## src/rtl/core/assert_macros.svh

```systemverilog
// assertion macros shared by the missing-jet redistribution rtl
// no dependencies; empty bodies when SYNTHESIS is defined
`ifndef ASSERT_MACROS_SVH
`define ASSERT_MACROS_SVH
`ifndef SYNTHESIS
// property must hold at every clock edge outside reset
`define MJDR_ASSERT(lbl, clk, rst, prop) \
   lbl: assert property (@(posedge clk) disable iff (rst) (prop)) \
      else $error("%m: property check failed");
// expression must never be true outside reset
`define MJDR_ASSERT_NEVER(lbl, clk, rst, expr) \
   lbl: assert property (@(posedge clk) disable iff (rst) !(expr)) \
      else $error("%m: forbidden condition seen");
`else
`define MJDR_ASSERT(lbl, clk, rst, prop)
`define MJDR_ASSERT_NEVER(lbl, clk, rst, expr)
`endif
`endif

```

## src/rtl/core/mjdr_pkg.sv

```systemverilog
// types and constants of the missing-jet drop redistribution block
// no dependencies
package mjdr_pkg;

   localparam int unsigned CSR_IDX_W  = 1;
   localparam int unsigned CSR_DATA_W = 2;

   localparam logic [CSR_IDX_W-1:0] CSR_MAX_DROP_SIZE  = 1'd0;
   localparam logic [CSR_IDX_W-1:0] CSR_TWO_BIT_PIXELS = 1'd1;

   localparam logic [1:0] MAX_DROP_SIZE_RST  = 2'd3;
   localparam logic       TWO_BIT_PIXELS_RST = 1'b1;

   localparam logic [1:0] DEPTH_TWO_BIT = 2'h3;
   localparam logic [1:0] DEPTH_ONE_BIT = 2'h1;

   localparam int unsigned OWED_W   = 3;
   localparam logic [2:0]  OWED_MAX = 3'd6;

   typedef struct packed {
      logic       column_start;
      logic [1:0] left_pixel;
      logic [1:0] center_pixel;
      logic [1:0] right_pixel;
   } req_type;

   typedef struct packed {
      logic [1:0] left_out;
      logic [1:0] right_out;
      logic [1:0] center_out;
   } rsp_type;

   typedef struct packed {
      logic [1:0] max_drop_size;
      logic       two_bit_pixels;
   } cfg_type;

   // classified line, pixels already masked to the pixel depth
   typedef struct packed {
      logic       column_start;
      logic [1:0] org_left;
      logic [1:0] dead_size;
      logic [1:0] org_right;
   } job_type;

   typedef struct packed {
      logic full;
      logic empty;
   } q_stat_type;

   function automatic logic [1:0] pixel_depth(input logic two_bit);
      return two_bit ? DEPTH_TWO_BIT : DEPTH_ONE_BIT;
   endfunction

endpackage

```

## src/rtl/core/mjdr_front.sv

```systemverilog
// front end: takes line items and masks them to the pixel depth
// depends on mjdr_pkg
module mjdr_front (
   input  logic                 req_valid,
   output logic                 req_ready,
   input  mjdr_pkg::req_type    req_data,
   input  mjdr_pkg::cfg_type    cfg,
   input  mjdr_pkg::q_stat_type q_stat,
   output logic                 q_push,
   output mjdr_pkg::job_type    q_job
);
   import mjdr_pkg::*;

   logic [1:0] depth;

   assign depth     = pixel_depth(cfg.two_bit_pixels);
   assign req_ready = !q_stat.full;
   assign q_push    = req_valid && !q_stat.full;

   // one-bit pixel stores deliver only the low bit
   assign q_job.column_start = req_data.column_start;
   assign q_job.org_left     = req_data.left_pixel & depth;
   assign q_job.dead_size    = req_data.center_pixel & depth;
   assign q_job.org_right    = req_data.right_pixel & depth;

endmodule

```

## src/rtl/core/mjdr_fifo.sv

```systemverilog
// short queue of classified lines between front and back
// depends on mjdr_pkg and assert_macros.svh
`include "assert_macros.svh"
module mjdr_fifo #(
   parameter int unsigned DEPTH = 2
) (
   input  logic                 clock,
   input  logic                 reset,
   input  logic                 push,
   input  mjdr_pkg::job_type    wr_job,
   input  logic                 pop,
   output mjdr_pkg::job_type    rd_job,
   output mjdr_pkg::q_stat_type status
);
   import mjdr_pkg::*;

   localparam int unsigned PTR_W = (DEPTH > 1) ? $clog2(DEPTH) : 1;
   localparam int unsigned CNT_W = $clog2(DEPTH + 1);
   localparam logic [PTR_W-1:0] LAST_PTR = PTR_W'(DEPTH - 1);
   localparam logic [CNT_W-1:0] FULL_CNT = CNT_W'(DEPTH);

   job_type          data_ff [DEPTH];
   logic [PTR_W-1:0] wr_ptr_ff, wr_ptr_in;
   logic [PTR_W-1:0] rd_ptr_ff, rd_ptr_in;
   logic [CNT_W-1:0] count_ff, count_in;

   assign status.full  = (count_ff == FULL_CNT);
   assign status.empty = (count_ff == '0);
   assign rd_job       = data_ff[rd_ptr_ff];

   always_comb begin
      wr_ptr_in = wr_ptr_ff;
      rd_ptr_in = rd_ptr_ff;
      count_in  = count_ff;
      if (push) begin
         wr_ptr_in = (wr_ptr_ff == LAST_PTR) ? '0 : wr_ptr_ff + 1'b1;
      end
      if (pop) begin
         rd_ptr_in = (rd_ptr_ff == LAST_PTR) ? '0 : rd_ptr_ff + 1'b1;
      end
      if (push && !pop) begin
         count_in = count_ff + 1'b1;
      end else if (pop && !push) begin
         count_in = count_ff - 1'b1;
      end
   end

   always_ff @(posedge clock) begin
      if (reset) begin
         wr_ptr_ff <= '0;
         rd_ptr_ff <= '0;
         count_ff  <= '0;
      end else begin
         wr_ptr_ff <= wr_ptr_in;
         rd_ptr_ff <= rd_ptr_in;
         count_ff  <= count_in;
      end
   end

   always_ff @(posedge clock) begin
      if (push) begin
         data_ff[wr_ptr_ff] <= wr_job;
      end
   end

   `MJDR_ASSERT(a_count_range, clock, reset, count_ff <= FULL_CNT)
   `MJDR_ASSERT_NEVER(a_push_full, clock, reset, push && status.full)
   `MJDR_ASSERT_NEVER(a_pop_empty, clock, reset, pop && status.empty)

endmodule

```

## src/rtl/core/mjdr_back.sv

```systemverilog
// back end: owed-droplet bookkeeping and the alternating hand-out sequencer
// depends on mjdr_pkg and assert_macros.svh
`include "assert_macros.svh"
module mjdr_back (
   input  logic                 clock,
   input  logic                 reset,
   input  mjdr_pkg::cfg_type    cfg,
   input  mjdr_pkg::q_stat_type q_stat,
   input  mjdr_pkg::job_type    q_job,
   output logic                 q_pop,
   output logic                 rsp_valid,
   input  logic                 rsp_ready,
   output mjdr_pkg::rsp_type    rsp_data
);
   import mjdr_pkg::*;

   typedef enum logic [2:0] {
      ST_IDLE = 3'b001,
      ST_RUN  = 3'b010,
      ST_DONE = 3'b100
   } back_state_type;

   back_state_type    st_ff, st_in;
   logic [OWED_W-1:0] owed_ff, owed_in;
   logic [2:0]        budget_ff, budget_in;
   logic              side_ff, side_in;
   logic [1:0]        comp_ff [2];
   logic [1:0]        comp_in [2];
   logic              rsp_valid_ff, rsp_valid_in;
   rsp_type           rsp_data_ff, rsp_data_in;

   logic [2:0]        cap;
   logic [1:0]        depth;
   logic [OWED_W-1:0] owed_base;
   logic [3:0]        owed_sum;
   logic [2:0]        used;
   logic              out_free;

   assign cap      = {cfg.max_drop_size, 1'b0};
   assign depth    = pixel_depth(cfg.two_bit_pixels);
   assign out_free = !rsp_valid_ff || rsp_ready;
   assign q_pop    = (st_ff == ST_IDLE) && !q_stat.empty;

   assign owed_base = q_job.column_start ? '0 : owed_ff;
   assign owed_sum  = {1'b0, owed_base} + {2'b00, q_job.dead_size};
   assign used      = {1'b0, q_job.org_left} + {1'b0, q_job.org_right};

   always_comb begin
      st_in        = st_ff;
      owed_in      = owed_ff;
      budget_in    = budget_ff;
      side_in      = side_ff;
      comp_in[0]   = comp_ff[0];
      comp_in[1]   = comp_ff[1];
      rsp_valid_in = rsp_valid_ff && !rsp_ready;
      rsp_data_in  = rsp_data_ff;
      unique case (st_ff)
         ST_IDLE: begin
            if (!q_stat.empty) begin
               owed_in = owed_base;
               // cap applies only on lines where the dead jet had a dot
               if (q_job.dead_size != '0) begin
                  owed_in = (owed_sum > {1'b0, cap}) ? cap : owed_sum[OWED_W-1:0];
               end
               side_in    = q_job.column_start ? 1'b0 : side_ff;
               budget_in  = (cap > used) ? cap - used : '0;
               comp_in[0] = q_job.org_left;
               comp_in[1] = q_job.org_right;
               st_in      = ST_RUN;
            end
         end
         ST_RUN: begin
            if (owed_ff == '0 || budget_ff == '0) begin
               st_in = ST_DONE;
            end else begin
               if (comp_ff[side_ff] < cfg.max_drop_size) begin
                  comp_in[side_ff] = comp_ff[side_ff] + 1'b1;
                  owed_in          = owed_ff - 1'b1;
                  budget_in        = budget_ff - 1'b1;
               end
               side_in = !side_ff;
            end
         end
         ST_DONE: begin
            if (out_free) begin
               rsp_valid_in           = 1'b1;
               rsp_data_in.left_out   = (comp_ff[0] > depth) ? depth : comp_ff[0];
               rsp_data_in.right_out  = (comp_ff[1] > depth) ? depth : comp_ff[1];
               rsp_data_in.center_out = '0;
               st_in                  = ST_IDLE;
            end
         end
         default: begin
            st_in = ST_IDLE;
         end
      endcase
   end

   always_ff @(posedge clock) begin
      if (reset) begin
         st_ff        <= ST_IDLE;
         owed_ff      <= '0;
         side_ff      <= 1'b0;
         budget_ff    <= '0;
         rsp_valid_ff <= 1'b0;
      end else begin
         st_ff        <= st_in;
         owed_ff      <= owed_in;
         side_ff      <= side_in;
         budget_ff    <= budget_in;
         rsp_valid_ff <= rsp_valid_in;
      end
   end

   always_ff @(posedge clock) begin
      comp_ff[0]  <= comp_in[0];
      comp_ff[1]  <= comp_in[1];
      rsp_data_ff <= rsp_data_in;
   end

   assign rsp_valid = rsp_valid_ff;
   assign rsp_data  = rsp_data_ff;

   `MJDR_ASSERT(a_owed_range, clock, reset, owed_ff <= OWED_MAX)
   `MJDR_ASSERT(a_budget_range, clock, reset, budget_ff <= OWED_MAX)
   `MJDR_ASSERT(a_done_loads_out, clock, reset, (st_ff == ST_DONE && out_free) |=> rsp_valid_ff)

endmodule

```

## src/rtl/core/missing_jet_drop_redistribution_top.sv

```systemverilog
// top level of the missing-jet drop redistribution block
// depends on mjdr_pkg, mjdr_front, mjdr_fifo, mjdr_back and assert_macros.svh

// Redistributes the dots of a disabled inkjet nozzle onto its two neighbours,
// one print line per item, working down the nozzle's pixel column. Each item
// carries the left, dead and right dot sizes; the result carries the raised
// neighbour sizes (clamped to the pixel depth) and a zero for the dead jet.
// The front end masks the pixels to the depth and drops them into a queue of
// QUEUE_DEPTH lines, so req_ready stays high while the queue has room even if
// a finished result is still waiting on rsp. The back end holds the owed count
// and the side that gets the next droplet, and steps the side alternation one
// turn per clock. A line passes through the back end in order: loading the line
// and updating the owed count, the turns (at most twice the droplets handed
// out, so up to 12), a check that nothing more is owed or the line budget is
// gone, and the move of the result into the output register, which waits while
// an earlier result is still held on rsp. The back end takes the next line
// from the queue only once the result is in the output register. Configuration
// is plain writes (csr_we, csr_index, csr_wdata): index 0 is max_drop_size,
// index 1 is two_bit_pixels; write only while no line is in flight.
module missing_jet_drop_redistribution_top #(
   parameter int unsigned QUEUE_DEPTH = 2
) (
   input  logic                                clock,
   input  logic                                reset,
   // line items in
   input  logic                                req_valid,
   output logic                                req_ready,
   input  mjdr_pkg::req_type                   req_data,
   // compensated items out
   output logic                                rsp_valid,
   input  logic                                rsp_ready,
   output mjdr_pkg::rsp_type                   rsp_data,
   // configuration writes
   input  logic                                csr_we,
   input  logic [mjdr_pkg::CSR_IDX_W-1:0]      csr_index,
   input  logic [mjdr_pkg::CSR_DATA_W-1:0]     csr_wdata
);
   import mjdr_pkg::*;

   // configuration registers
   cfg_type    cfg_ff, cfg_in;

   // front to queue, queue to back
   q_stat_type q_stat;
   logic       q_push;
   logic       q_pop;
   job_type    q_wr_job;
   job_type    q_rd_job;

   always_comb begin
      cfg_in = cfg_ff;
      if (csr_we) begin
         unique case (csr_index)
            CSR_MAX_DROP_SIZE:  cfg_in.max_drop_size  = csr_wdata[1:0];
            CSR_TWO_BIT_PIXELS: cfg_in.two_bit_pixels = csr_wdata[0];
            default: begin
               cfg_in = cfg_ff;
            end
         endcase
      end
   end

   always_ff @(posedge clock) begin
      if (reset) begin
         cfg_ff.max_drop_size  <= MAX_DROP_SIZE_RST;
         cfg_ff.two_bit_pixels <= TWO_BIT_PIXELS_RST;
      end else begin
         cfg_ff <= cfg_in;
      end
   end

   // masks each line to the pixel depth and queues it
   mjdr_front u_front (
      .req_valid (req_valid),
      .req_ready (req_ready),
      .req_data  (req_data),
      .cfg       (cfg_ff),
      .q_stat    (q_stat),
      .q_push    (q_push),
      .q_job     (q_wr_job)
   );

   // lets the front keep accepting while the back works on a line
   mjdr_fifo #(
      .DEPTH (QUEUE_DEPTH)
   ) u_fifo (
      .clock  (clock),
      .reset  (reset),
      .push   (q_push),
      .wr_job (q_wr_job),
      .pop    (q_pop),
      .rd_job (q_rd_job),
      .status (q_stat)
   );

   // owed count, side alternation and the output register
   mjdr_back u_back (
      .clock     (clock),
      .reset     (reset),
      .cfg       (cfg_ff),
      .q_stat    (q_stat),
      .q_job     (q_rd_job),
      .q_pop     (q_pop),
      .rsp_valid (rsp_valid),
      .rsp_ready (rsp_ready),
      .rsp_data  (rsp_data)
   );

endmodule

```

## config.mk

```make
export PLATFORM = sky130hd
export DESIGN_NAME = missing_jet_drop_redistribution_top
export DESIGN_NICKNAME = d
export VERILOG_FILES = /design/src/rtl/core/mjdr_pkg.sv /design/src/rtl/core/mjdr_front.sv /design/src/rtl/core/mjdr_fifo.sv /design/src/rtl/core/mjdr_back.sv /design/src/rtl/core/missing_jet_drop_redistribution_top.sv
export VERILOG_INCLUDE_DIRS = /design/src /design/src/rtl/core
export SDC_FILE = /design/constraint.sdc
export NUM_CORES = 1
export LEC_CHECK = 0
export BUFFER_PORTS_ARGS = -buffer_cell sky130_fd_sc_hd__buf_2
export CORE_MARGIN = 4
export CORE_UTILIZATION = 50
export CTS_CLUSTER_DIAMETER = 50
export DETAILED_ROUTE_END_ITERATION = 6
export PLACE_DENSITY = 0.69
export SYNTH_ARGS = -nofsm -noshare
export SYNTH_HDL_FRONTEND = slang
export SYNTH_HIERARCHICAL = 1
export SYNTH_SLANG_ARGS = --single-unit
```

## constraint.sdc

```tcl
create_clock -name clock -period 6.3 [get_ports clock]
set_clock_uncertainty 0.1 [all_clocks]
set_input_delay 0.63 -clock clock [delete_from_list [all_inputs] [get_ports clock]]
set_output_delay 0.63 -clock clock [all_outputs]
set_load 0.02 [all_outputs]
```

==> results of run 1 <==
sequential cells by signal (all words and copies together) (netlist names), named ones only:
register	flops
u_back/budget_ff	3
u_fifo/data_ff	14
cfg_ff	3
u_back/rsp_data	4
u_fifo/count_ff	2
u_fifo/rd_ptr_ff	1
u_back/owed_ff	3
u_back/comp_ff	4
u_back/side_ff	1
u_back/rsp_valid	1
u_fifo/wr_ptr_ff	1
u_back/st_ff	3
power by group:
| part | internal, W | switching, W |
|---|---|---|
| logic | 0.000232 | 0.000300 |
| registers | 0.000366 | 0.0000515 |
| clock network | 0.0000779 | 0.0000940 |
| total | 0.000676 | 0.000445 |
placed cells by master (no fill, tap or decap), drive strengths merged, types with 5 or more instances in the layout:
cell type / synthesis / final
a21oi: 9 / 9
buf: 10 / 20
clkbuf: 1 / 5
dfxtp: 20 / 20
edfxtp: 22 / 22
ha: 16 / 16
inv: 17 / 17
mux2: 8 / 8
nand2: 17 / 17
nand2b: 5 / 5
nor2: 28 / 28
nor2b: 6 / 6
nor3: 9 / 9
o21ai: 14 / 14
xor2: 5 / 5
worst paths after layout:
path	startpoint	end	cells after the start
hold / removal	u_back/owed_ff[0]	u_back/owed_ff[0]	1
hold reg to reg	u_back/owed_ff[0]	u_back/owed_ff[0]	1
setup reg to reg	register	u_back/owed_ff[0]	12
setup / recovery	register	u_back/owed_ff[0]	12
per-stage QoR:
step                cell area, µm²   util  hold WS, ns  setup slack (ns)
floorplan                     2420      -        0.335              2.99
detailed placement            2510  0.534        0.355              2.75
finish                        2600  0.553        0.371              2.72
global route                  2600  0.553        0.384              2.55
CTS                           2600  0.553        0.367              2.72
global placement              2510  0.534        0.351              2.85
final cells by class:
type                       instances  share of cell area
multi-input combinational        168               0.467
sequential                        42               0.409
timing repair buffer              20              0.0386
clock buffer                       5              0.0265
tap                               54              0.0260
inverter                          17              0.0246
clock inverter                     3             0.00819
cell families after synthesis:
| logic type | share of synthesized area |
|---|---|
| simple gates | 0.178 |
| fa+ha+maj | 0.108 |
| flops | 0.439 |
| buf+inv | 0.0596 |
| compound gates | 0.131 |
| xor+xnor | 0.0290 |
| mux | 0.0539 |
| other cells | 0.00155 |
critical path: stages (launching register included):
cell	delay, ns
dfxtp_1	0.51
mux2_2	0.41
nor2_1	0.15
ha_1	0.20
inv_1	0.06
fa_1	0.37
xor2_1	0.18
ha_1	0.29
nor2b_1	0.13
o22a_1	0.22
or4_1	0.47
a311o_1	0.34
o31ai_2	0.06
metal layers:
layer	share of wire	vias up	wire length, µm	track usage
li1	-	865	-	-
met2	0.46	42	1980	0.246
met1	0.48	767	2050	0.201
met3	0.051	4	219	0.0371
met5	0	-	0	0
met4	0.0089	0	38	0.0374
==> key figures, run 1 <==
Synthesis
  • Async set-reset flop share out of synthesis: 0
  • Ranking of synthesized cells by area: edfxtp_1, dfxtp_1, ha_1
  • Post-synth top cells: nor2_1, edfxtp_1, dfxtp_1
  • Yosys reg bits: 42
  • Share of the synthesized area in the top cell type: 0.274
  • Post-Synthesis Cells: 237
  • EDFF count, synth: 22
  • Average size of a mapped cell: around 10 µm²
  • Sequential share of the synthesized area: 0.439
  • Area leader, netlist: edfxtp_1
  • Syn. warnings: 6
  • Ys flop type: edfxtp_1
  • Post-Synthesis Cell Area: 2410 µm²
  • Top-count cell post-synth: nor2_1
  • Synth unique cells: 51

Detailed routing
  • # DRC: 0
  • Via count: between 1500 and 2000
  • WL final: about 4300 µm
  • Post-DR wirelength/cell: 13.9 µm
  • DRT iter0 DRCs: ~130
  • Remaining antenna violation count: 0
  • Pre-antenna DRT Iters: 4
  • Via density: between 5 and 6

Floorplanning
  • Rows: 25
  • Starting Density: 0.515
  • Core Area: approximately 4700 µm²
  • Width of the die: 77.5 µm
  • DIE AREA: roughly 6000 µm²
  • Die span in y: between 70 and 80 µm
  • Top Ports: 23

Timing
  • RSZ-0062 raised after global routing: no
  • Relative slew margins: 0.574
  • Tightest Pin Transition: about 0.64 ns
  • Period utilisation layout: 0.568
  • Fin crit period: between 3 and 4 ns
  • Final hold vios: 0
  • Final Max Slew Viols: 0
  • Total negative slack: 0 ns
  • FMAX: about 280 MHz
  • # setup viols final: 0

Place
  • RD Place Congestion: approximately 0.93
  • Final HPWL DP: 3240 µm
  • Placed insts: 301
  • Port Buffers: 20

Clock tree
  • Post-CTS Resized: 0
  • CTS tree: built
  • CTS H-tree lvls: 2
  • Clock tree sinks: 42
  • Max clock buf depth: 2
  • Worst-Skew Late Latency: between 0.2 and 0.3 ns
  • CTS Hold Buffers Added: 0
  • Postcts setup bufs: 0
  • Root Buffer: clkbuf_8
  • TritonCTS buffer count: 5
  • CTS clk-pin slew, worst paths: 0.08 ns

Power and ir drop
  • Worst IR Drop VDD: 0.226 mV
  • Leak: 1.06 nW
  • Power, Total: about 0.0011 W
  • P per Cell Area: 432 nW/µm²

Setup path
  • R2R Setup Slk: roughly 2.7 ns
  • CP Max Fanout: 7
  • CP Launch Type: register
  • CP Capture Type: register
  • Data arrival, critical path: 3.68 ns
  • Crit path required time: ~6.4 ns
  • Crit Path Class: register to register

Global route
  • GRT Total Usage: 0.151
  • Grt ovf: 0
  • First-pass GRT wire length: approximately 7400 µm
  • Antenna violations before repair: 0
  • Largest net degree at the start of global routing: 23
  • Vias in the first global route: ~1600

Cells and area
  • Share of layout cells above drive strength 1: 0.184
  • Seq. cell area: approximately 1100 µm²
  • Diodes inserted: 0
  • Layout Nets: between 200 and 300
  • Synth-to-Final Area Change: 7.51%
  • Post-route non-filler standard cell count: approximately 300
  • Area of the multi-input gates: roughly 1200 µm²
  • Fill count: 404

Min path
  • Worst hold path class: register to register

Run
  • Maxcap violations: 0

Status
  • Run status: finished, final reports clean
(Power assumes the default switching activity.)
==> run 2, diff against run 1 <==
--- a/config.mk
+++ b/config.mk
@@ -11,7 +11,7 @@
 export CORE_UTILIZATION = 50
 export CTS_CLUSTER_DIAMETER = 50
 export DETAILED_ROUTE_END_ITERATION = 6
-export PLACE_DENSITY = 0.69
+export PLACE_DENSITY = 0.72
 export SYNTH_ARGS = -nofsm -noshare
 export SYNTH_HDL_FRONTEND = slang
 export SYNTH_HIERARCHICAL = 1
==> constraint.sdc (replaced) <==
create_clock -name clock -period 3.01 [get_ports clock]
set_clock_uncertainty 0.1 [all_clocks]
set_input_delay 0.301 -clock clock [delete_from_list [all_inputs] [get_ports clock]]
set_output_delay 0.301 -clock clock [all_outputs]
set_load 0.02 [all_outputs]
==> run 2 against run 1 <==
  * The flow now finishes with violations (setup timing)
  * Combinational power is 130% higher
  * Worst setup slack worse by 2.8 ns
  * Global-route usage is 0.074 points higher
  * Worst hold slack worse by 0.28 ns
  * Clock-buffer cell count stayed put
  * Core utilization is 2.1 points higher
  * Sequential share of layout area is 1.5 points lower
  * Largest power group unchanged
==> key figures, run 2 (synthesis results as in run 1) <==
Status
  • Run status: finished with violations
  • Failing checks: setup timing

Setup path
  • Crit path required time: between 3 and 4 ns
  • Crit Path Class: register to register
  • Data arrival, critical path: approximately 3.2 ns
  • CP Max Fanout: 5
  • CP Launch Type: register
  • CP Capture Type: register

Clock tree
  • Max clock buf depth: 2
  • CTS H-tree lvls: 2
  • TritonCTS buffer count: 5
  • Root Buffer: clkbuf_8
  • Clock tree sinks: 42
  • CTS tree: built
  • Worst-Skew Late Latency: 0.29 ns
  • CTS clk-pin slew, worst paths: 0.08 ns
  • CTS Hold Buffers Added: 0

Timing
  • Tightest Pin Transition: 0.627 ns
  • Fin crit period: between 3 and 4 ns
  • Final Max Slew Viols: 0
  • WHS: ~0.095 ns
  • Period utilisation layout: 1.03
  • FMAX: roughly 320 MHz
  • Relative slew margins: 0.580
  • Final hold vios: 0
  • Final worst slack: -0.0983 ns
  • # setup viols final: 2
  • RSZ-0062 raised after global routing: yes

Global route
  • GRT Total Usage: 0.151
  • Vias in the first global route: between 1500 and 2000
  • Largest net degree at the start of global routing: 23
  • First-pass GRT wire length: between 7000 and 8000 µm
  • Antenna violations before repair: 0
  • Grt ovf: 0

Detailed routing
  • Via density: about 5.6
  • Post-DR wirelength/cell: 14.0 µm
  • DRT iter0 DRCs: between 100 and 150
  • Via count: between 1500 and 2000
  • WL final: roughly 4400 µm
  • Remaining antenna violation count: 0
  • # DRC: 0
  • Pre-antenna DRT Iters: 4

Cells and area
  • Register bank with the most flops: u_fifo/data_ff
  • Share of layout cells above drive strength 1: 0.232
  • Layout Nets: roughly 300
  • Most frequent cells in the layout: nor2_1, edfxtp_1, buf_2
  • Fin area: roughly 2700 µm²
  • Commonest non-fill, non-tap cell in the layout: nor2_1
  • Diodes inserted: 0
  • Synth-to-Final Area Change: 11.6%
  • Largest register FFs: 14

Power and ir drop
  • Worst IR Drop VDD: slightly above 0.6 mV
  • Leak: around 1.1 nW
  • P per Cell Area: approximately 900 nW/µm²

Floorplanning
  • Die span in y: 77.5 µm
  • Rows: 25
  • DIE AREA: roughly 6000 µm²
  • Starting Density: 0.515
  • Core Area: roughly 4700 µm²
  • Width of the die: 77.5 µm
  • Top Ports: 23

Place
  • Final HPWL DP: roughly 3400 µm
  • Port Buffers: 20
  • RD Place Congestion: between 0.9 and 1
  • Placed Area: ~2600 µm²

Min path
  • Worst hold path class: primary input to register

Run
  • Maxcap violations: 0
run 2: routing by layer:
layer / track usage / wire [µm]
met5: 0 / 0
met4: 0.0694 / 80
met1: 0.172 / 1880
met2: 0.269 / 2300
met3: 0.0336 / 173
run 2: power breakdown:
| part | switching (W) | total (W) | internal (W) |
|---|---|---|---|
| combinational | 0.000676 | 0.00123 | 0.000558 |
| sequential | 0.000102 | 0.000868 | 0.000766 |
| clock | 0.000189 | 0.000348 | 0.000159 |
| total | 0.000967 | 0.00245 | 0.00148 |
run 2: worst max-delay path: stages (launching register included):
cell and delay [ns]:
edfxtp_1 0.37, mux2_4 0.29, nor2_4 0.12, ha_4 0.15, inv_2 0.03, fa_2 0.34, xor2_2 0.19, ha_1 0.29
nor2b_1 0.13, o22a_1 0.21, or4_1 0.41, a311o_1 0.33, o31ai_2 0.06
run 2: per-stage QoR:
| stage | worst slack (ns) | std cells | total power, W | utilization | TNS (ns) |
|---|---|---|---|---|---|
| after floorplan | -0.141 | 238 | 0.00180 | - | -0.247 |
| after global placement | -0.0897 | 306 | 0.00202 | 0.546 | -0.150 |
| after detailed placement | -0.166 | 306 | 0.00206 | 0.546 | -0.346 |
| after CTS | -0.0849 | 315 | 0.00243 | 0.569 | -0.131 |
| after global routing | -0.187 | 317 | 0.00265 | 0.574 | -0.659 |
| final | -0.0983 | 317 | 0.00245 | 0.574 | -0.167 |
run 2: path summary, 6_finish.rpt:
kind,startpoint,end,slack (ns),cells after the start
worst max-delay path,u_fifo/data_ff[1][6],u_back/owed_ff[0],-0.1,12
worst min-delay path,req_data[0],u_fifo/data_ff[0][0],0.1,1
worst max register to register,u_fifo/data_ff[1][6],u_back/owed_ff[0],-0.1,12
worst min register to register,u_back/owed_ff[0],u_back/owed_ff[0],0.37,1
run 2: layout make-up:
type	instances	area, µm²
clock inverters	3	16.3
well taps	54	67.6
fillers	418	2000
repair buffers	28	160
multi-input cells	168	1260
clock buffers	5	68.8
flip-flops and latches	42	1060
inverters	17	63.8
run 2: what timing repair did:
action,in CTS,in global routing
hold endpoints to repair,0,0
setup buffers,1,2
pin swaps,7,1
setup endpoints to repair,4,6
resized for setup,2,3
cloned,0,0
==> run 3, diff against run 2 <==
--- a/config.mk
+++ b/config.mk
@@ -6,12 +6,12 @@
 export SDC_FILE = /design/constraint.sdc
 export NUM_CORES = 1
 export LEC_CHECK = 0
-export BUFFER_PORTS_ARGS = -buffer_cell sky130_fd_sc_hd__buf_2
+export BUFFER_PORTS_ARGS = -buffer_cell sky130_fd_sc_hd__buf_4
 export CORE_MARGIN = 4
 export CORE_UTILIZATION = 50
 export CTS_CLUSTER_DIAMETER = 50
 export DETAILED_ROUTE_END_ITERATION = 6
-export PLACE_DENSITY = 0.72
+export PLACE_DENSITY = 0.69
 export SYNTH_ARGS = -nofsm -noshare
 export SYNTH_HDL_FRONTEND = slang
 export SYNTH_HIERARCHICAL = 1
==> constraint.sdc (replaced) <==
create_clock -name clock -period 3.15 [get_ports clock]
set_clock_uncertainty 0.1 [all_clocks]
set_input_delay 0.315 -clock clock [delete_from_list [all_inputs] [get_ports clock]]
set_output_delay 0.315 -clock clock [all_outputs]
set_load 0.02 [all_outputs]
==> run 3 against run 2 <==
  * The flow now finishes without violations
  * Worst setup slack better by 0.14 ns
  * Final area up 0.79%
  * Worst hold slack better by 0.0086 ns
  * Critical path depth unchanged
  * Global-route usage up 0.83 points
  * Cell count down 1.9%
  * Maximum frequency about the same
  * Die area unchanged
  * Critical path type unchanged
  * Largest power group unchanged
==> key figures, run 3 (synthesis results as in run 1) <==
Setup path
  • CP Max Fanout: 4
  • CP Launch Type: register
  • Data arrival, critical path: 3.23 ns
  • CP cell instances: mux2_4 > nor2_4 > ha_4 > inv_2 > fa_2 > xor2_2 > ha_1 > nor2b_1 > o22a_1 > or4_1 > a311o_1 > o31ai_2
  • CP Capture Type: register
  • Critical Path Start: u_fifo/data_ff[0][6]
  • Worst r2r src: u_fifo/data_ff[0][6]
  • Crit Path Class: register to register
  • Crit path required time: 3.27 ns
  • Slowest cell on crit path: or4_1
  • Max incr delay on CP: 0.41 ns

Detailed routing
  • Remaining antenna violation count: 0
  • WL final: between 4000 and 5000 µm
  • Post-DR wirelength/cell: around 14 µm
  • Via density: between 5 and 6
  • Via count: between 1500 and 2000
  • # DRC: 0
  • DRT iter0 DRCs: 88
  • Pre-antenna DRT Iters: 4

Global route
  • Largest net degree at the start of global routing: 23
  • GRT Total Usage: 0.160
  • Vias in the first global route: ~1600
  • First-pass GRT wire length: roughly 7500 µm
  • Antenna violations before repair: 0
  • Grt ovf: 0

Timing
  • RSZ-0062 raised after global routing: yes
  • FMAX: 322 MHz
  • Period utilisation layout: 0.987
  • # setup viols final: 0
  • Final hold vios: 0
  • WHS: about 0.10 ns
  • Final Max Slew Viols: 0
  • Tightest Pin Transition: between 0.6 and 0.7 ns
  • Total negative slack: 0 ns
  • Relative slew margins: 0.575
  • Fin crit period: slightly above 3 ns

Place
  • Placed Area: 2590 µm²
  • Port Buffers: 20
  • Final HPWL DP: roughly 3300 µm
  • Placed insts: about 300
  • RD Place Congestion: 0.817

Clock tree
  • Worst-Skew Late Latency: roughly 0.29 ns
  • CTS tree: built
  • CTS clk-pin slew, worst paths: ~0.080 ns
  • TritonCTS buffer count: 5
  • Clock tree sinks: 42
  • Root Buffer: clkbuf_8
  • CTS H-tree lvls: 2
  • Max clock buf depth: 2
  • CTS Hold Buffers Added: 0
  • Postcts setup bufs: 0

Cells and area
  • Final core occ: 0.579
  • Synth-to-Final Area Change: 12.5%
  • Most frequent cells in the layout: nor2_1, buf_4, edfxtp_1
  • Area of the multi-input gates: 1250 µm²
  • Share of layout cells above drive strength 1: 0.214
  • Diodes inserted: 0
  • Fill count: 423
  • Register bank with the most flops: u_fifo/data_ff
  • Layout Nets: 290
  • Fin area: between 2000 and 3000 µm²
  • Commonest non-fill, non-tap cell in the layout: nor2_1
  • Seq. cell area: between 1000 and 1500 µm²
  • Largest register FFs: 14
  • Post-route non-filler standard cell count: around 310

Floorplanning
  • Top Ports: 23
  • DIE AREA: roughly 6000 µm²
  • Die span in y: 77.5 µm
  • Core Area: about 4700 µm²
  • Starting Density: 0.515
  • Width of the die: ~77 µm
  • Rows: 25

Min path
  • HP Start: req_data[0]
  • Worst hold path class: primary input to register

Power and ir drop
  • P per Cell Area: just under 900 nW/µm²
  • Worst IR Drop VDD: between 0.4 and 0.5 mV
  • Leak: 1.10 nW

Status
  • Run status: finished, final reports clean

Run
  • Maxcap violations: 0
## run 3: cell types whose count changed in the layout (fill, tap and decap cells not counted)
cell,change
nor3_2,+1
clkbuf_16,+1
nand3_2,-1
buf_4,+14
clkbuf_1,+1
o21ai_1,-1
mux2_4,-1
mux2_2,+1
o21ai_0,+1
clkinv_1,-1
clkinv_2,-1
buf_2,-20
nand3_1,+1
nor3_1,-1
## run 3: metal layers
layer	vias to the layer above	global-route usage	routed length [µm]
met5	-	0	0
met4	0	0.0641	72
met3	8	0.0406	232
met2	50	0.264	2190
met1	782	0.199	1990
li1	863	-	-
## run 3: repair_timing
item,CTS,global route
pin swaps,2,4
setup endpoints to repair,1,2
cloned,0,0
resized for setup,2,3
## run 3: area by class of cell
class | instances | area share
clock buffer | 7 | 0.0359
clock inverter | 1 | 0.00276
inverter | 17 | 0.0235
multi-input combinational | 168 | 0.461
sequential | 42 | 0.391
tap | 54 | 0.0249
timing repair buffer | 22 | 0.0608
## run 3: path summary, 6_finish.rpt
path                                to  slack (ns)  cells past startpoint
setup reg to reg     u_back/owed_ff[0]        0.04                     12
hold reg to reg      u_back/owed_ff[0]        0.36                      1
setup / recovery     u_back/owed_ff[0]        0.04                     12
hold / removal    u_fifo/data_ff[1][0]        0.10                      1
## run 3: per-stage QoR
stage / worst slack, ns / total power (W)
floorplan: -0.0103 / 0.00171
global placement: 0.0368 / 0.00192
detailed placement: -0.0524 / 0.00196
CTS: 0.000804 / 0.00237
global route: -0.0909 / 0.00256
finish: 0.0406 / 0.00236
## run 3: critical path: cells and delay by family (launching register included)
family / cells / cell delay (ns)
muxes: 1 / 0.31
DFF: 1 / 0.37
adders and majority gates: 3 / 0.78
xor gates and xnor gates: 1 / 0.19
buffers and inverters: 1 / 0.04
AOI/OAI and AO/OA: 3 / 0.59
and+or+nand+nor: 3 / 0.66
## run 3: power by group
part / internal (W) / total [W] / leakage [nW] / switching (W)
Clock: 0.000205 / 0.000393 / 0.0496 / 0.000188
Combinational: 0.000503 / 0.00114 / 0.680 / 0.000636
Sequential: 0.000732 / 0.000826 / 0.369 / 0.0000942
